==> config.mk <==
export PLATFORM = sky130hd
export DESIGN_NAME = sorted_weighted_neighbor_table
export DESIGN_NICKNAME = d
export VERILOG_FILES = /design/src/sv/swnt_pkg.sv /design/src/sv/swnt_dp.sv /design/src/sv/swnt_ctrl.sv /design/src/sv/sorted_weighted_neighbor_table.sv
export SDC_FILE = /design/constraint.sdc
export NUM_CORES = 2
export LEC_CHECK = 0
export ABC_AREA = 0
export BUFFER_PORTS_ARGS = -buffer_cell sky130_fd_sc_hd__buf_2
export CAP_MARGIN = 30
export CORE_MARGIN = 4
export CORE_UTILIZATION = 57
export CTS_BUF_LIST = sky130_fd_sc_hd__clkbuf_8 sky130_fd_sc_hd__clkbuf_16
export CTS_CLUSTER_SIZE = 40
export DETAILED_ROUTE_END_ITERATION = 16
export PLACE_DENSITY_LB_ADDON = 0.08
export REMOVE_ABC_BUFFERS = 1
export SLEW_MARGIN = 10
export SYNTH_ARGS = -nofsm -noshare
export SYNTH_HDL_FRONTEND = slang
export SYNTH_HIERARCHICAL = 1
export SYNTH_SLANG_ARGS = --single-unit
export TNS_END_PERCENT = 20
==> constraint.sdc <==
create_clock -name clk -period 6.18 [get_ports clk]
set_input_delay 0.309 -clock clk [delete_from_list [all_inputs] [get_ports clk]]
set_output_delay 0.309 -clock clk [all_outputs]
set_load 0.005 [all_outputs]
==> src/sv/swnt_pkg.sv <==
// Shared types, constants and helpers for the sorted weighted neighbor table.
// Holds the channel payload structs, the status codes and the
// controller-datapath command and flag structs. Depends on nothing.
package swnt_pkg;

  // Table geometry.
  localparam int TABLE_DEPTH  = 64;
  localparam int RESULT_LIMIT = 64;
  localparam int ADDR_W       = $clog2(TABLE_DEPTH);
  localparam int CNT_W        = $clog2(TABLE_DEPTH + 1);

  // Field widths.
  localparam int ID_W   = 16;
  localparam int WT_W   = 16;
  localparam int TOP_W  = 7;
  localparam int STAT_W = 3;

  // Request actions.
  localparam logic ACT_SET   = 1'b0;
  localparam logic ACT_QUERY = 1'b1;

  // Result status codes.
  localparam logic [STAT_W-1:0] ST_INSERTED  = 3'd0;
  localparam logic [STAT_W-1:0] ST_UPDATED   = 3'd1;
  localparam logic [STAT_W-1:0] ST_UNCHANGED = 3'd2;
  localparam logic [STAT_W-1:0] ST_FULL      = 3'd3;
  localparam logic [STAT_W-1:0] ST_ENTRY     = 3'd4;
  localparam logic [STAT_W-1:0] ST_EMPTY     = 3'd5;

  typedef struct packed {
    logic             action;
    logic [ID_W-1:0]  neighbor_id;
    logic [WT_W-1:0]  edge_weight;
    logic [TOP_W-1:0] top_count;
  } req_t;

  typedef struct packed {
    logic [STAT_W-1:0] status;
    logic [ID_W-1:0]   entry_id;
    logic [WT_W-1:0]   entry_weight;
    logic              last;
  } rsp_t;

  // One stored table entry.
  typedef struct packed {
    logic [ID_W-1:0] id;
    logic [WT_W-1:0] weight;
  } entry_t;

  // Commands from the controller to the datapath.
  typedef struct packed {
    logic              start_set;
    logic              start_query;
    logic              find_next;
    logic              del_begin;
    logic              del_step;
    logic              dec_count;
    logic              ins_prep;
    logic              ins_shift;
    logic              ins_put;
    logic              set_status;
    logic [STAT_W-1:0] status_code;
    logic              emit_result;
    logic              emit_entry;
  } cmd_t;

  // Status flags from the datapath to the controller.
  typedef struct packed {
    logic req_query;
    logic query_empty;
    logic idx_at_count;
    logic idx_at_top;
    logic idx_zero;
    logic id_match;
    logic weight_match;
    logic new_first;
    logic full;
    logic query_last;
    logic out_free;
  } flags_t;

  // True when entry (wa, ia) sorts strictly ahead of entry (wb, ib).
  function automatic logic ranks_before(input logic [WT_W-1:0] wa, input logic [ID_W-1:0] ia,
                                        input logic [WT_W-1:0] wb, input logic [ID_W-1:0] ib);
    logic result;
    if (wa != wb) begin
      result = (wa > wb);
    end else begin
      result = (ia > ib);
    end
    return result;
  endfunction

endpackage

==> src/sv/swnt_dp.sv <==
// Datapath of the sorted weighted neighbor table: entry memory, entry count,
// scan index, request holding registers and the result register.
// Depends on swnt_pkg.
module swnt_dp (
  input  logic            clk,
  input  logic            rst,
  input  swnt_pkg::req_t  req,
  input  swnt_pkg::cmd_t  cmd,
  input  logic            rsp_stall,
  output swnt_pkg::flags_t flags,
  output logic            rsp_valid,
  output swnt_pkg::rsp_t  rsp
);
  import swnt_pkg::*;

  entry_t            mem [TABLE_DEPTH];
  entry_t            rd_data;
  logic              rd_en;
  logic [ADDR_W-1:0] rd_addr;
  logic              wr_en;
  logic [ADDR_W-1:0] wr_addr;
  entry_t            wr_data;

  logic [CNT_W-1:0]  count;
  logic [CNT_W-1:0]  idx;
  logic [CNT_W-1:0]  top_n;
  logic [CNT_W-1:0]  query_n;
  logic [CNT_W-1:0]  idx_p1;
  logic [CNT_W-1:0]  idx_p2;
  logic [CNT_W-1:0]  idx_m1;
  logic [CNT_W-1:0]  idx_m2;
  logic [ID_W-1:0]   new_id;
  logic [WT_W-1:0]   new_weight;
  logic [STAT_W-1:0] result_code;

  assign idx_p1 = idx + CNT_W'(1);
  assign idx_p2 = idx + CNT_W'(2);
  assign idx_m1 = idx - CNT_W'(1);
  assign idx_m2 = idx - CNT_W'(2);

  // Number of entries a query lists: the smallest of request, fill and limit.
  always_comb begin
    int n;
    n = int'(req.top_count);
    if (int'(count) < n) begin
      n = int'(count);
    end
    if (RESULT_LIMIT < n) begin
      n = RESULT_LIMIT;
    end
    query_n = CNT_W'(n);
  end

  // Read address selection; each scan step prefetches the entry it needs next.
  always_comb begin
    rd_en   = 1'b0;
    rd_addr = '0;
    if (cmd.start_set || cmd.start_query) begin
      rd_en   = 1'b1;
      rd_addr = '0;
    end else if (cmd.find_next || cmd.del_begin || cmd.emit_entry) begin
      rd_en   = 1'b1;
      rd_addr = idx_p1[ADDR_W-1:0];
    end else if (cmd.del_step) begin
      rd_en   = 1'b1;
      rd_addr = idx_p2[ADDR_W-1:0];
    end else if (cmd.ins_prep) begin
      rd_en   = 1'b1;
      rd_addr = idx_m1[ADDR_W-1:0];
    end else if (cmd.ins_shift) begin
      rd_en   = 1'b1;
      rd_addr = idx_m2[ADDR_W-1:0];
    end
  end

  // Writes move an entry one place, or drop the new entry into its slot.
  assign wr_en   = cmd.del_step || cmd.ins_shift || cmd.ins_put;
  assign wr_addr = idx[ADDR_W-1:0];
  assign wr_data = cmd.ins_put ? entry_t'{id: new_id, weight: new_weight} : rd_data;

  // Entry memory with registered read data.
  always_ff @(posedge clk) begin
    if (rd_en) begin
      rd_data <= mem[rd_addr];
    end
    if (wr_en) begin
      mem[wr_addr] <= wr_data;
    end
  end

  // Entry count and scan index.
  always_ff @(posedge clk) begin
    if (rst) begin
      count <= '0;
      idx   <= '0;
    end else begin
      if (cmd.ins_put) begin
        count <= count + CNT_W'(1);
      end else if (cmd.dec_count) begin
        count <= count - CNT_W'(1);
      end
      if (cmd.start_set || cmd.start_query) begin
        idx <= '0;
      end else if (cmd.find_next || cmd.del_step || cmd.emit_entry) begin
        idx <= idx_p1;
      end else if (cmd.ins_shift) begin
        idx <= idx_m1;
      end
    end
  end

  // Request holding registers.
  always_ff @(posedge clk) begin
    if (cmd.start_set) begin
      new_id     <= req.neighbor_id;
      new_weight <= req.edge_weight;
    end
    if (cmd.start_query) begin
      top_n <= query_n;
    end
    if (cmd.set_status) begin
      result_code <= cmd.status_code;
    end
  end

  // Result register; it frees up in the cycle its transfer completes.
  always_ff @(posedge clk) begin
    if (rst) begin
      rsp_valid <= 1'b0;
    end else if (cmd.emit_result || cmd.emit_entry) begin
      rsp_valid <= 1'b1;
    end else if (!rsp_stall) begin
      rsp_valid <= 1'b0;
    end
  end

  always_ff @(posedge clk) begin
    if (cmd.emit_result) begin
      rsp <= rsp_t'{status: result_code, entry_id: '0, entry_weight: '0, last: 1'b1};
    end else if (cmd.emit_entry) begin
      rsp <= rsp_t'{status: ST_ENTRY, entry_id: rd_data.id, entry_weight: rd_data.weight,
                    last: flags.query_last};
    end
  end

  // Status back to the controller.
  always_comb begin
    flags.req_query    = (req.action == ACT_QUERY);
    flags.query_empty  = (query_n == '0);
    flags.idx_at_count = (idx == count);
    flags.idx_at_top   = (idx_p1 == count);
    flags.idx_zero     = (idx == '0);
    flags.id_match     = (rd_data.id == new_id);
    flags.weight_match = (rd_data.weight == new_weight);
    flags.new_first    = ranks_before(new_weight, new_id, rd_data.weight, rd_data.id);
    flags.full         = (count == CNT_W'(TABLE_DEPTH));
    flags.query_last   = (idx_p1 == top_n);
    flags.out_free     = !rsp_valid || !rsp_stall;
  end

  // The fill never passes the table depth.
  a_count_bound: assert property (@(posedge clk) disable iff (rst)
    count <= CNT_W'(TABLE_DEPTH))
    else $error("entry count beyond table depth");

  // An entry is only placed when there is room for it.
  a_put_room: assert property (@(posedge clk) disable iff (rst)
    cmd.ins_put |-> !flags.full)
    else $error("insert into a full table");

  // Removal only happens on a non-empty table.
  a_dec_nonempty: assert property (@(posedge clk) disable iff (rst)
    cmd.dec_count |-> (count != '0))
    else $error("entry count underflow");

  // A result is never loaded over one that is still waiting.
  a_emit_free: assert property (@(posedge clk) disable iff (rst)
    (cmd.emit_result || cmd.emit_entry) |-> flags.out_free)
    else $error("result register overwritten");

endmodule

==> src/sv/swnt_ctrl.sv <==
// Controller of the sorted weighted neighbor table: sequences the search,
// delete shift, insert shift and listing passes over the datapath.
// Depends on swnt_pkg.
module swnt_ctrl (
  input  logic             clk,
  input  logic             rst,
  input  logic             req_valid,
  input  swnt_pkg::flags_t flags,
  output logic             req_stall,
  output swnt_pkg::cmd_t   cmd
);
  import swnt_pkg::*;

  localparam logic [2:0] S_IDLE   = 3'd0;
  localparam logic [2:0] S_FIND   = 3'd1;
  localparam logic [2:0] S_DEL    = 3'd2;
  localparam logic [2:0] S_INS    = 3'd3;
  localparam logic [2:0] S_RESULT = 3'd4;
  localparam logic [2:0] S_QUERY  = 3'd5;

  logic [2:0] state;
  logic [2:0] state_next;

  assign req_stall = (state != S_IDLE);

  // Next state and commands.
  always_comb begin
    state_next = state;
    cmd        = '0;
    case (state)
      S_IDLE: begin
        if (req_valid) begin
          if (flags.req_query) begin
            if (flags.query_empty) begin
              cmd.set_status  = 1'b1;
              cmd.status_code = ST_EMPTY;
              state_next      = S_RESULT;
            end else begin
              cmd.start_query = 1'b1;
              state_next      = S_QUERY;
            end
          end else begin
            cmd.start_set = 1'b1;
            state_next    = S_FIND;
          end
        end
      end
      // Linear search for the id, one entry per cycle.
      S_FIND: begin
        if (flags.idx_at_count) begin
          cmd.set_status = 1'b1;
          if (flags.full) begin
            cmd.status_code = ST_FULL;
            state_next      = S_RESULT;
          end else begin
            cmd.status_code = ST_INSERTED;
            cmd.ins_prep    = 1'b1;
            state_next      = S_INS;
          end
        end else if (flags.id_match) begin
          cmd.set_status = 1'b1;
          if (flags.weight_match) begin
            cmd.status_code = ST_UNCHANGED;
            state_next      = S_RESULT;
          end else begin
            cmd.status_code = ST_UPDATED;
            cmd.del_begin   = 1'b1;
            state_next      = S_DEL;
          end
        end else begin
          cmd.find_next = 1'b1;
        end
      end
      // Close the gap left by the old entry.
      S_DEL: begin
        if (flags.idx_at_top) begin
          cmd.dec_count = 1'b1;
          cmd.ins_prep  = 1'b1;
          state_next    = S_INS;
        end else begin
          cmd.del_step = 1'b1;
        end
      end
      // Insertion from the tail: move lower-ranked entries down one place.
      S_INS: begin
        if (!flags.idx_zero && flags.new_first) begin
          cmd.ins_shift = 1'b1;
        end else begin
          cmd.ins_put = 1'b1;
          state_next  = S_RESULT;
        end
      end
      S_RESULT: begin
        if (flags.out_free) begin
          cmd.emit_result = 1'b1;
          state_next      = S_IDLE;
        end
      end
      // One listed entry per transfer.
      S_QUERY: begin
        if (flags.out_free) begin
          cmd.emit_entry = 1'b1;
          if (flags.query_last) begin
            state_next = S_IDLE;
          end
        end
      end
      default: begin
        state_next = S_IDLE;
      end
    endcase
  end

  always_ff @(posedge clk) begin
    if (rst) begin
      state <= S_IDLE;
    end else begin
      state <= state_next;
    end
  end

endmodule

==> src/sv/sorted_weighted_neighbor_table.sv <==
// Sorted weighted neighbor table: keeps up to 64 neighbor ids with weights,
// ordered by weight descending and then by id descending. Uses swnt_pkg,
// swnt_ctrl and swnt_dp.
// Request channel (req_valid, req_stall, req): a set request inserts or moves
// an id and yields one result with status inserted, updated, unchanged or
// full. A query request yields the best min(top_count, fill) entries in order,
// last set on the final one, or a single list-empty result.
// Response channel (rsp_valid, rsp_stall, rsp): one registered result; a set
// keeps working while a result waits, and the block only loads the next result
// once the waiting one has transferred.
// Timing: one request at a time. A query loads its entries into the result
// register in order, one entry per cycle while the receiver does not stall. A
// set scans the table one entry per cycle through the single memory read port.
// A new id is searched past all held entries and then placed by moving
// lower-ranked entries down from the tail; an id already held is found, its
// old slot is closed by moving the entries below it up, and it is placed anew.
// The next request is taken in the cycle after the last result is loaded.
// Reset empties the table at once; no clearing pass is needed. A stalled
// receiver holds the result register: a query waits on it entry by entry,
// while a set finishes its scan and waits only to load its result.
module sorted_weighted_neighbor_table (
  input  logic           clk,
  input  logic           rst,
  input  logic           req_valid,
  output logic           req_stall,
  input  swnt_pkg::req_t req,
  output logic           rsp_valid,
  input  logic           rsp_stall,
  output swnt_pkg::rsp_t rsp
);
  import swnt_pkg::*;

  cmd_t   cmd;
  flags_t flags;

  swnt_ctrl u_ctrl (
    .clk       (clk),
    .rst       (rst),
    .req_valid (req_valid),
    .flags     (flags),
    .req_stall (req_stall),
    .cmd       (cmd)
  );

  swnt_dp u_dp (
    .clk       (clk),
    .rst       (rst),
    .req       (req),
    .cmd       (cmd),
    .rsp_stall (rsp_stall),
    .flags     (flags),
    .rsp_valid (rsp_valid),
    .rsp       (rsp)
  );

endmodule

== After elaboration in Yosys (flattened, before gate mapping) ==
Memory sizes are Yosys's and may differ from the RTL's. A register that Yosys moved wholly into a read port is not among the register bits.
Index checks and enable logic that the tools add are counted.

* Muxes and demuxes: 67
* Shifts and indexed selects: 0
* Reduce and logical (&&, ||, !) cells: 22
* Equal/unequal tests: 20
* Add/sub/neg operators: 6
* Bitwise operators: 0
* Order comparisons: 4
* Divide/modulo/power cells: 0
* Multipliers: 0

{| class="wikitable"
|+ Operator list
! operator !! count
|-
| 2-to-1 mux 36 bit || 2
|-
| 2-to-1 mux 7 bit || 6
|-
| 2-to-1 mux 3 bit || 11
|-
| equality test 16 bit || 2
|-
| greater-than comparator 16 bit || 2
|-
| 2-to-1 mux 32 bit || 1
|-
| 2-to-1 mux 6 bit || 5
|-
| 2-to-1 mux 1 bit || 25
|-
| equality test 7 bit || 3
|-
| 2-to-1 mux 4 bit || 5
|-
| 2-to-1 mux 2 bit || 9
|-
| one-hot mux 3 bit (6 select lines) || 1
|-
| inequality test 16 bit || 1
|-
| adder 7 x 1 -> 7 bit (second input constant) || 2
|-
| logical NOT 7 bit || 2
|-
| subtractor 7 x 1 -> 7 bit (second input constant) || 2
|-
| inequality test 2 bit (second input constant) || 6
|-
| logical OR 1 bit || 9
|-
| one-hot mux 4 bit (2 select lines) || 1
|-
| equality test 7 bit (second input constant) || 1
|-
| < comparator 7 bit || 1
|-
| < comparator 7 bit (first input constant) || 1
|-
| AND reduction 7 bit || 1
|-
| adder 6 x 2 -> 6 bit (second input constant) || 1
|-
| other kinds (13) || 19
|}

* Memory bits (read-only): 0
* Input port bits: 44
* Flip-flop bits (word level): 96
* Latch bits: 0
* Bits in writable memories: 2,048
* Output and inout bits: 38
* Memories kept: 1

{| class="wikitable"
|+ Memories
! memory !! depth !! width !! rd ports !! clocked after Yosys merged registers in !! wr ports !! line !! source
|-
| u_dp.mem || 64 || 32 || 1 || 1 || 1 || swnt_dp.sv:16 || <nowiki>entry_t mem [TABLE_DEPTH];</nowiki>
|}

== Logic depth before layout (Yosys ltp) ==
* Depth in word-level cells: 11
* Mapped depth: 26
* Gate-level depth less buffers: 22

== By module ==
The synthesis kept the hierarchy.

{| class="wikitable"
|+ By module, submodules not included
! module !! area an instance (um^2) !! sequential area each (um^2) !! cells an instance !! instances
|-
| swnt_dp || 87,735.4 || 64,772.1 || 5,928 || 1
|-
| swnt_ctrl || 382.9 || 60.1 || 57 || 1
|}

== Worst setup path before layout ==
OpenSTA, ideal clock, no wires.

* Kind: reg-to-reg
* Start: register u_dp.idx[0]
* End: memory u_dp/mem[31][0] (netlist bit) (enable)
* Data arrival time: 5,813 ps
* Stages on the path, launching flop included: 12
* Library setup time: 501 ps
* Clock period less this slack: 6,315 ps
* Path slack: -135 ps
* Path through: dfxtp_1 -> clkbuf_1 -> inv_1 -> ha_1 -> clkbuf_1 -> xor2_1 -> or4_1 -> nor4_1 -> nor4_1 -> clkbuf_1 -> nor3_1 -> nor4_1

{| class="wikitable"
|+ RTL lines
! item !! line !! source
|-
| from (decl) || swnt_dp.sv:25 || <nowiki>logic [CNT_W-1:0] idx;</nowiki>
|-
| from (signal assigned) || swnt_dp.sv:105 || <nowiki>idx <= idx_p1;</nowiki>
|-
| from (signal assigned) || swnt_dp.sv:107 || <nowiki>idx <= idx_m1;</nowiki>
|-
| to (decl) || swnt_dp.sv:16 ||
|}

==> run_results.csv <==
group,metric,value,unit
placed_design,place_congestion,0.9314,
cells_and_area,final_util,0.6779,
synthesis,seq_area_frac_synth,0.7357,
timing,layout_min_cycle_time,6.165,ns
setup_path,reg2reg_to,"u_dp/rd_data[15]$_DFFE_PP_",
route,wl,267000,microns
setup_path,r2r_cells,23,
synthesis,synth_top_area_frac,0.7242,
setup_path,crit_slowest_cell,"nor3_1",
timing,fin_crit_sh,0.9976,
setup_path,critPathLaunch,"u_dp/rd_data[1]$_DFFE_PP_",
timing,fin_setup_tns,0,ns
setup_path,crit_path_end,"u_dp/rd_data[15]$_DFFE_PP_",
grt,grt_overflow_total,0,
synthesis,yosys.area.top_type,"edfxtp_1",
synthesis,synthCells,5985,
grt,grt_pass1_wl,382500,microns
setup_path,cp_top_family,"compound AO/OA/AOI/OAI gates",
placed_design,place_ws,-0.4567,ns
floorplanning,core_area,0.1539,sq mm
route,drt_iter0_drc,8306,
timing,finalMaxSlewViolations,0,
synthesis,synthDistinctLibCells,71,
setup_path,worstSetupPathType,"reg2reg",
setup_path,start_kind,"register",
timing,setup_viol,0,
clock_network,cts-buffers-inserted,215,
clock_network,cts_sinks,2176,
synthesis,async_flop_share,0,
floorplanning,io_pins,82,
grt,grt_pass1_vias,54180,
route,drcViolationCount,0,
floorplanning,die_h,401.2,microns
grt,grt_util_all_layers,0.3270,
cells_and_area,synthToLayoutAreaGrowth,18.38,%
floorplanning,die-area,0.1609,sq mm
setup_path,worst-path-buf-inv,6,
setup_path,critPathMaxStageDelay,0.56,ns
timing,worst_slew_pin_slew,1.036,ns
placed_design,numPortBuffers,81,
setup_path,critical_path.endpoint_type,"register",
setup_path,reg2reg_slack,0.02,ns
clock_network,cts_tree,"yes",
floorplanning,dieWidth,401.2,microns
timing,holdWs,0.1514,ns
route,wire_per_inst,30.37,microns
route,vias_per_cell,6.435,
status,status,"finished, final reports clean",
synthesis,synth_edf_count,2125,
setup_path,r2r-start,"u_dp/rd_data[1]$_DFFE_PP_",
floorplanning,rows,144,
grt,antenna_found_initial,23,
clock_network,clkTransAtPathRegs,0.06,ns
cells_and_area,final_layout_size_suffix_gt1_frac,0.1813,
route,ant_nets,0,
placed_design,dp_hpwl,167400,microns
route,vias,56580,
setup_path,crit_chain,"inv_1, ha_1, nor2b_1, o21ai_0, nand2b_1, a21oi_1, o21ai_0, nor3_1, a21oi_2, buf_12, or2b_2, nor4_2, buf_4, buf_4, nor2b_1, o21a_1, o31ai_4, buf_12, buf_12, mux4_2, a22o_1, a211o_1, a211oi_1",
timing,fmax,162.2,MHz
timing,slew_headroom,0.3074,
synthesis,synth_area_leaders,"edfxtp_1 72%, mux2i_1 5.3%, nand2_1 4.8%, nand3_1 3.1%, mux4_2 2.1%",
timing,worst_slack,0.01502,ns
grt,grt_max_degree,86,
synthesis,synth_flop_cell,"edfxtp_1",
synthesis,avgSynthCellArea,14.72,sq um
cells_and_area,final_net_count,6641,
run,maxCapViolCount,0,
clock_network,clockBufferDepth,3,
min_path,hp-class,"in2reg",
route,drt_first_pass_iters,6,
setup_path,crit_fanout,39,
clock_network,htreeDepth,4,
synthesis,ys_ff_latch,2176,
timing,hold_viol,0,
floorplanning,start_util,0.5727,
synthesis,synth_area,0.08812,sq mm
clock_network,clk_latency,0.86,ns
setup_path,crit_cells,23,
setup_path,crit_top_cell,"buf_12",
setup_path,cp.required,6.85,ns
setup_path,worstPathArrival,6.84,ns
min_path,min_from,"req[21]",
timing,fin_worst_skew,0.05570,ns
synthesis,ys_warn_count,6,
clock_network,clockRootBuffer,"clkbuf_16",
==> cells in the mapped netlist (all sizes together) (15+ instances only) <==
cell and n:
edfxtp 2125, nand2 1117, nand3 542, mux2i 465, clkbuf 212, buf 175, nor2 150, a31oi 123
a21oi 108, and3 95, o21ai 87, a221oi 86, mux4 81, a311oi 67, a22oi 59, inv 55
dfxtp 51, ha 51, a211oi 33, a32oi 28, and4 24, nand4 21, xnor2 21, nor3 20
a21o 18, xor2 18, and2 17, nor4 15
==> what timing repair did <==
action                                  CTS  global route
buffers inserted                          0             2
pin swaps                                 0             2
endpoints found under the setup margin   10            13
resized for setup                         5             8
hold buffers                             44             0
cloned                                    0             0
endpoints found under the hold margin    51             0
==> per-layer routing <==
layer / share of wire / vias to the layer above / global-route usage
met5: 0.00021 / - / 0
li1: - / 24060 / -
met3: 0.12 / 593 / 0.07265
met1: 0.38 / 28420 / 0.4606
met4: 0.051 / 8 / 0.1459
met2: 0.45 / 3499 / 0.4945
==> kinds of logic after synthesis <==
family	synth area share
muxes	0.07391
AOI/OAI and AO/OA	0.05343
and+or+nand+nor	0.1034
buffers and inverters	0.02221
DFF	0.7357
adders and majority gates	0.007469
xor gates and xnor gates	0.003876
==> stage by stage <==
| step | std cells | instance area (sq um) |
|---|---|---|
| 3_3_place_gp | 8290 | 96080 |
| 6_report | 8792 | 104300 |
| 4_1_cts | 8767 | 104100 |
| 5_1_grt | 8779 | 104300 |
| 2_1_floorplan | 5598 | 86370 |
| 3_5_place_dp | 8320 | 96760 |
==> sequential cells by signal (all words and copies together) (netlist names), 7 cells and up <==
signal,count
u_dp/mem,2048
u_dp/rsp,36
u_dp/rd_data,32
u_dp/new_id,16
u_dp/new_weight,16
u_dp/count,7
u_dp/idx,7
u_dp/top_n,7
==> cells in the final DEF (no fill, tap or decap), types with 13 or more instances in the layout <==
master / Yosys / routed
and3_1: 95 / 94
o21ai_4: 0 / 30
nor2_4: 0 / 71
o21ai_0: 87 / 54
nor3_1: 17 / 15
xor2_1: 18 / 18
a211oi_1: 32 / 31
nand4_1: 21 / 21
edfxtp_1: 2125 / 2125
a21o_1: 17 / 17
dlygate4sd3_1: 0 / 44
a221oi_1: 86 / 85
clkinv_2: 0 / 44
dfxtp_1: 51 / 51
clkinv_1: 0 / 47
a22oi_1: 59 / 58
inv_1: 55 / 110
a31oi_1: 123 / 120
clkbuf_16: 0 / 215
buf_4: 36 / 451
mux2i_1: 465 / 465
and4_1: 24 / 24
nand2_1: 1117 / 1115
nand3_1: 542 / 540
mux4_2: 81 / 81
xnor2_1: 21 / 21
buf_12: 0 / 133
a21oi_1: 107 / 105
nor2_1: 150 / 77
buf_2: 94 / 83
a32oi_1: 28 / 28
ha_1: 51 / 51
diode_2: 0 / 17
bufinv_16: 0 / 13
a311oi_1: 67 / 67
buf_16: 0 / 17
==> area by class of cell <==
class,count,area (sq um)
inverters,55,206.4
well taps,2044,2557
clock buffers,220,5449
fillers,10470,49560
flip-flops and latches,2176,64830
multi-input cells,3367,22410
clock inverters,183,1418
repair buffers,730,7402
diodes,17,42.54
==> how the worst min path moves through the flow <==
stage | slack, ns | to | cells past startpoint
6_report | 0.15 | u_dp/new_weight[14]$_DFFE_PP_ | 2
5_1_grt | 0.15 | u_dp/new_weight[14]$_DFFE_PP_ | 2
4_1_cts | 0.1 | u_dp/new_weight[14]$_DFFE_PP_ | 2
3_5_place_dp | 0.48 | u_dp/rsp[24]$_SDFFE_PP0P_ | 2
3_3_place_gp | 0.47 | u_dp/rsp[24]$_SDFFE_PP0P_ | 2
2_1_floorplan | 0.38 | u_ctrl/state[1]$_SDFFE_PP0P_ | 1
Power is left out: the tool's default activity adds up to more than one toggle a clock period on the data nets, which glitch-free logic cannot reach.
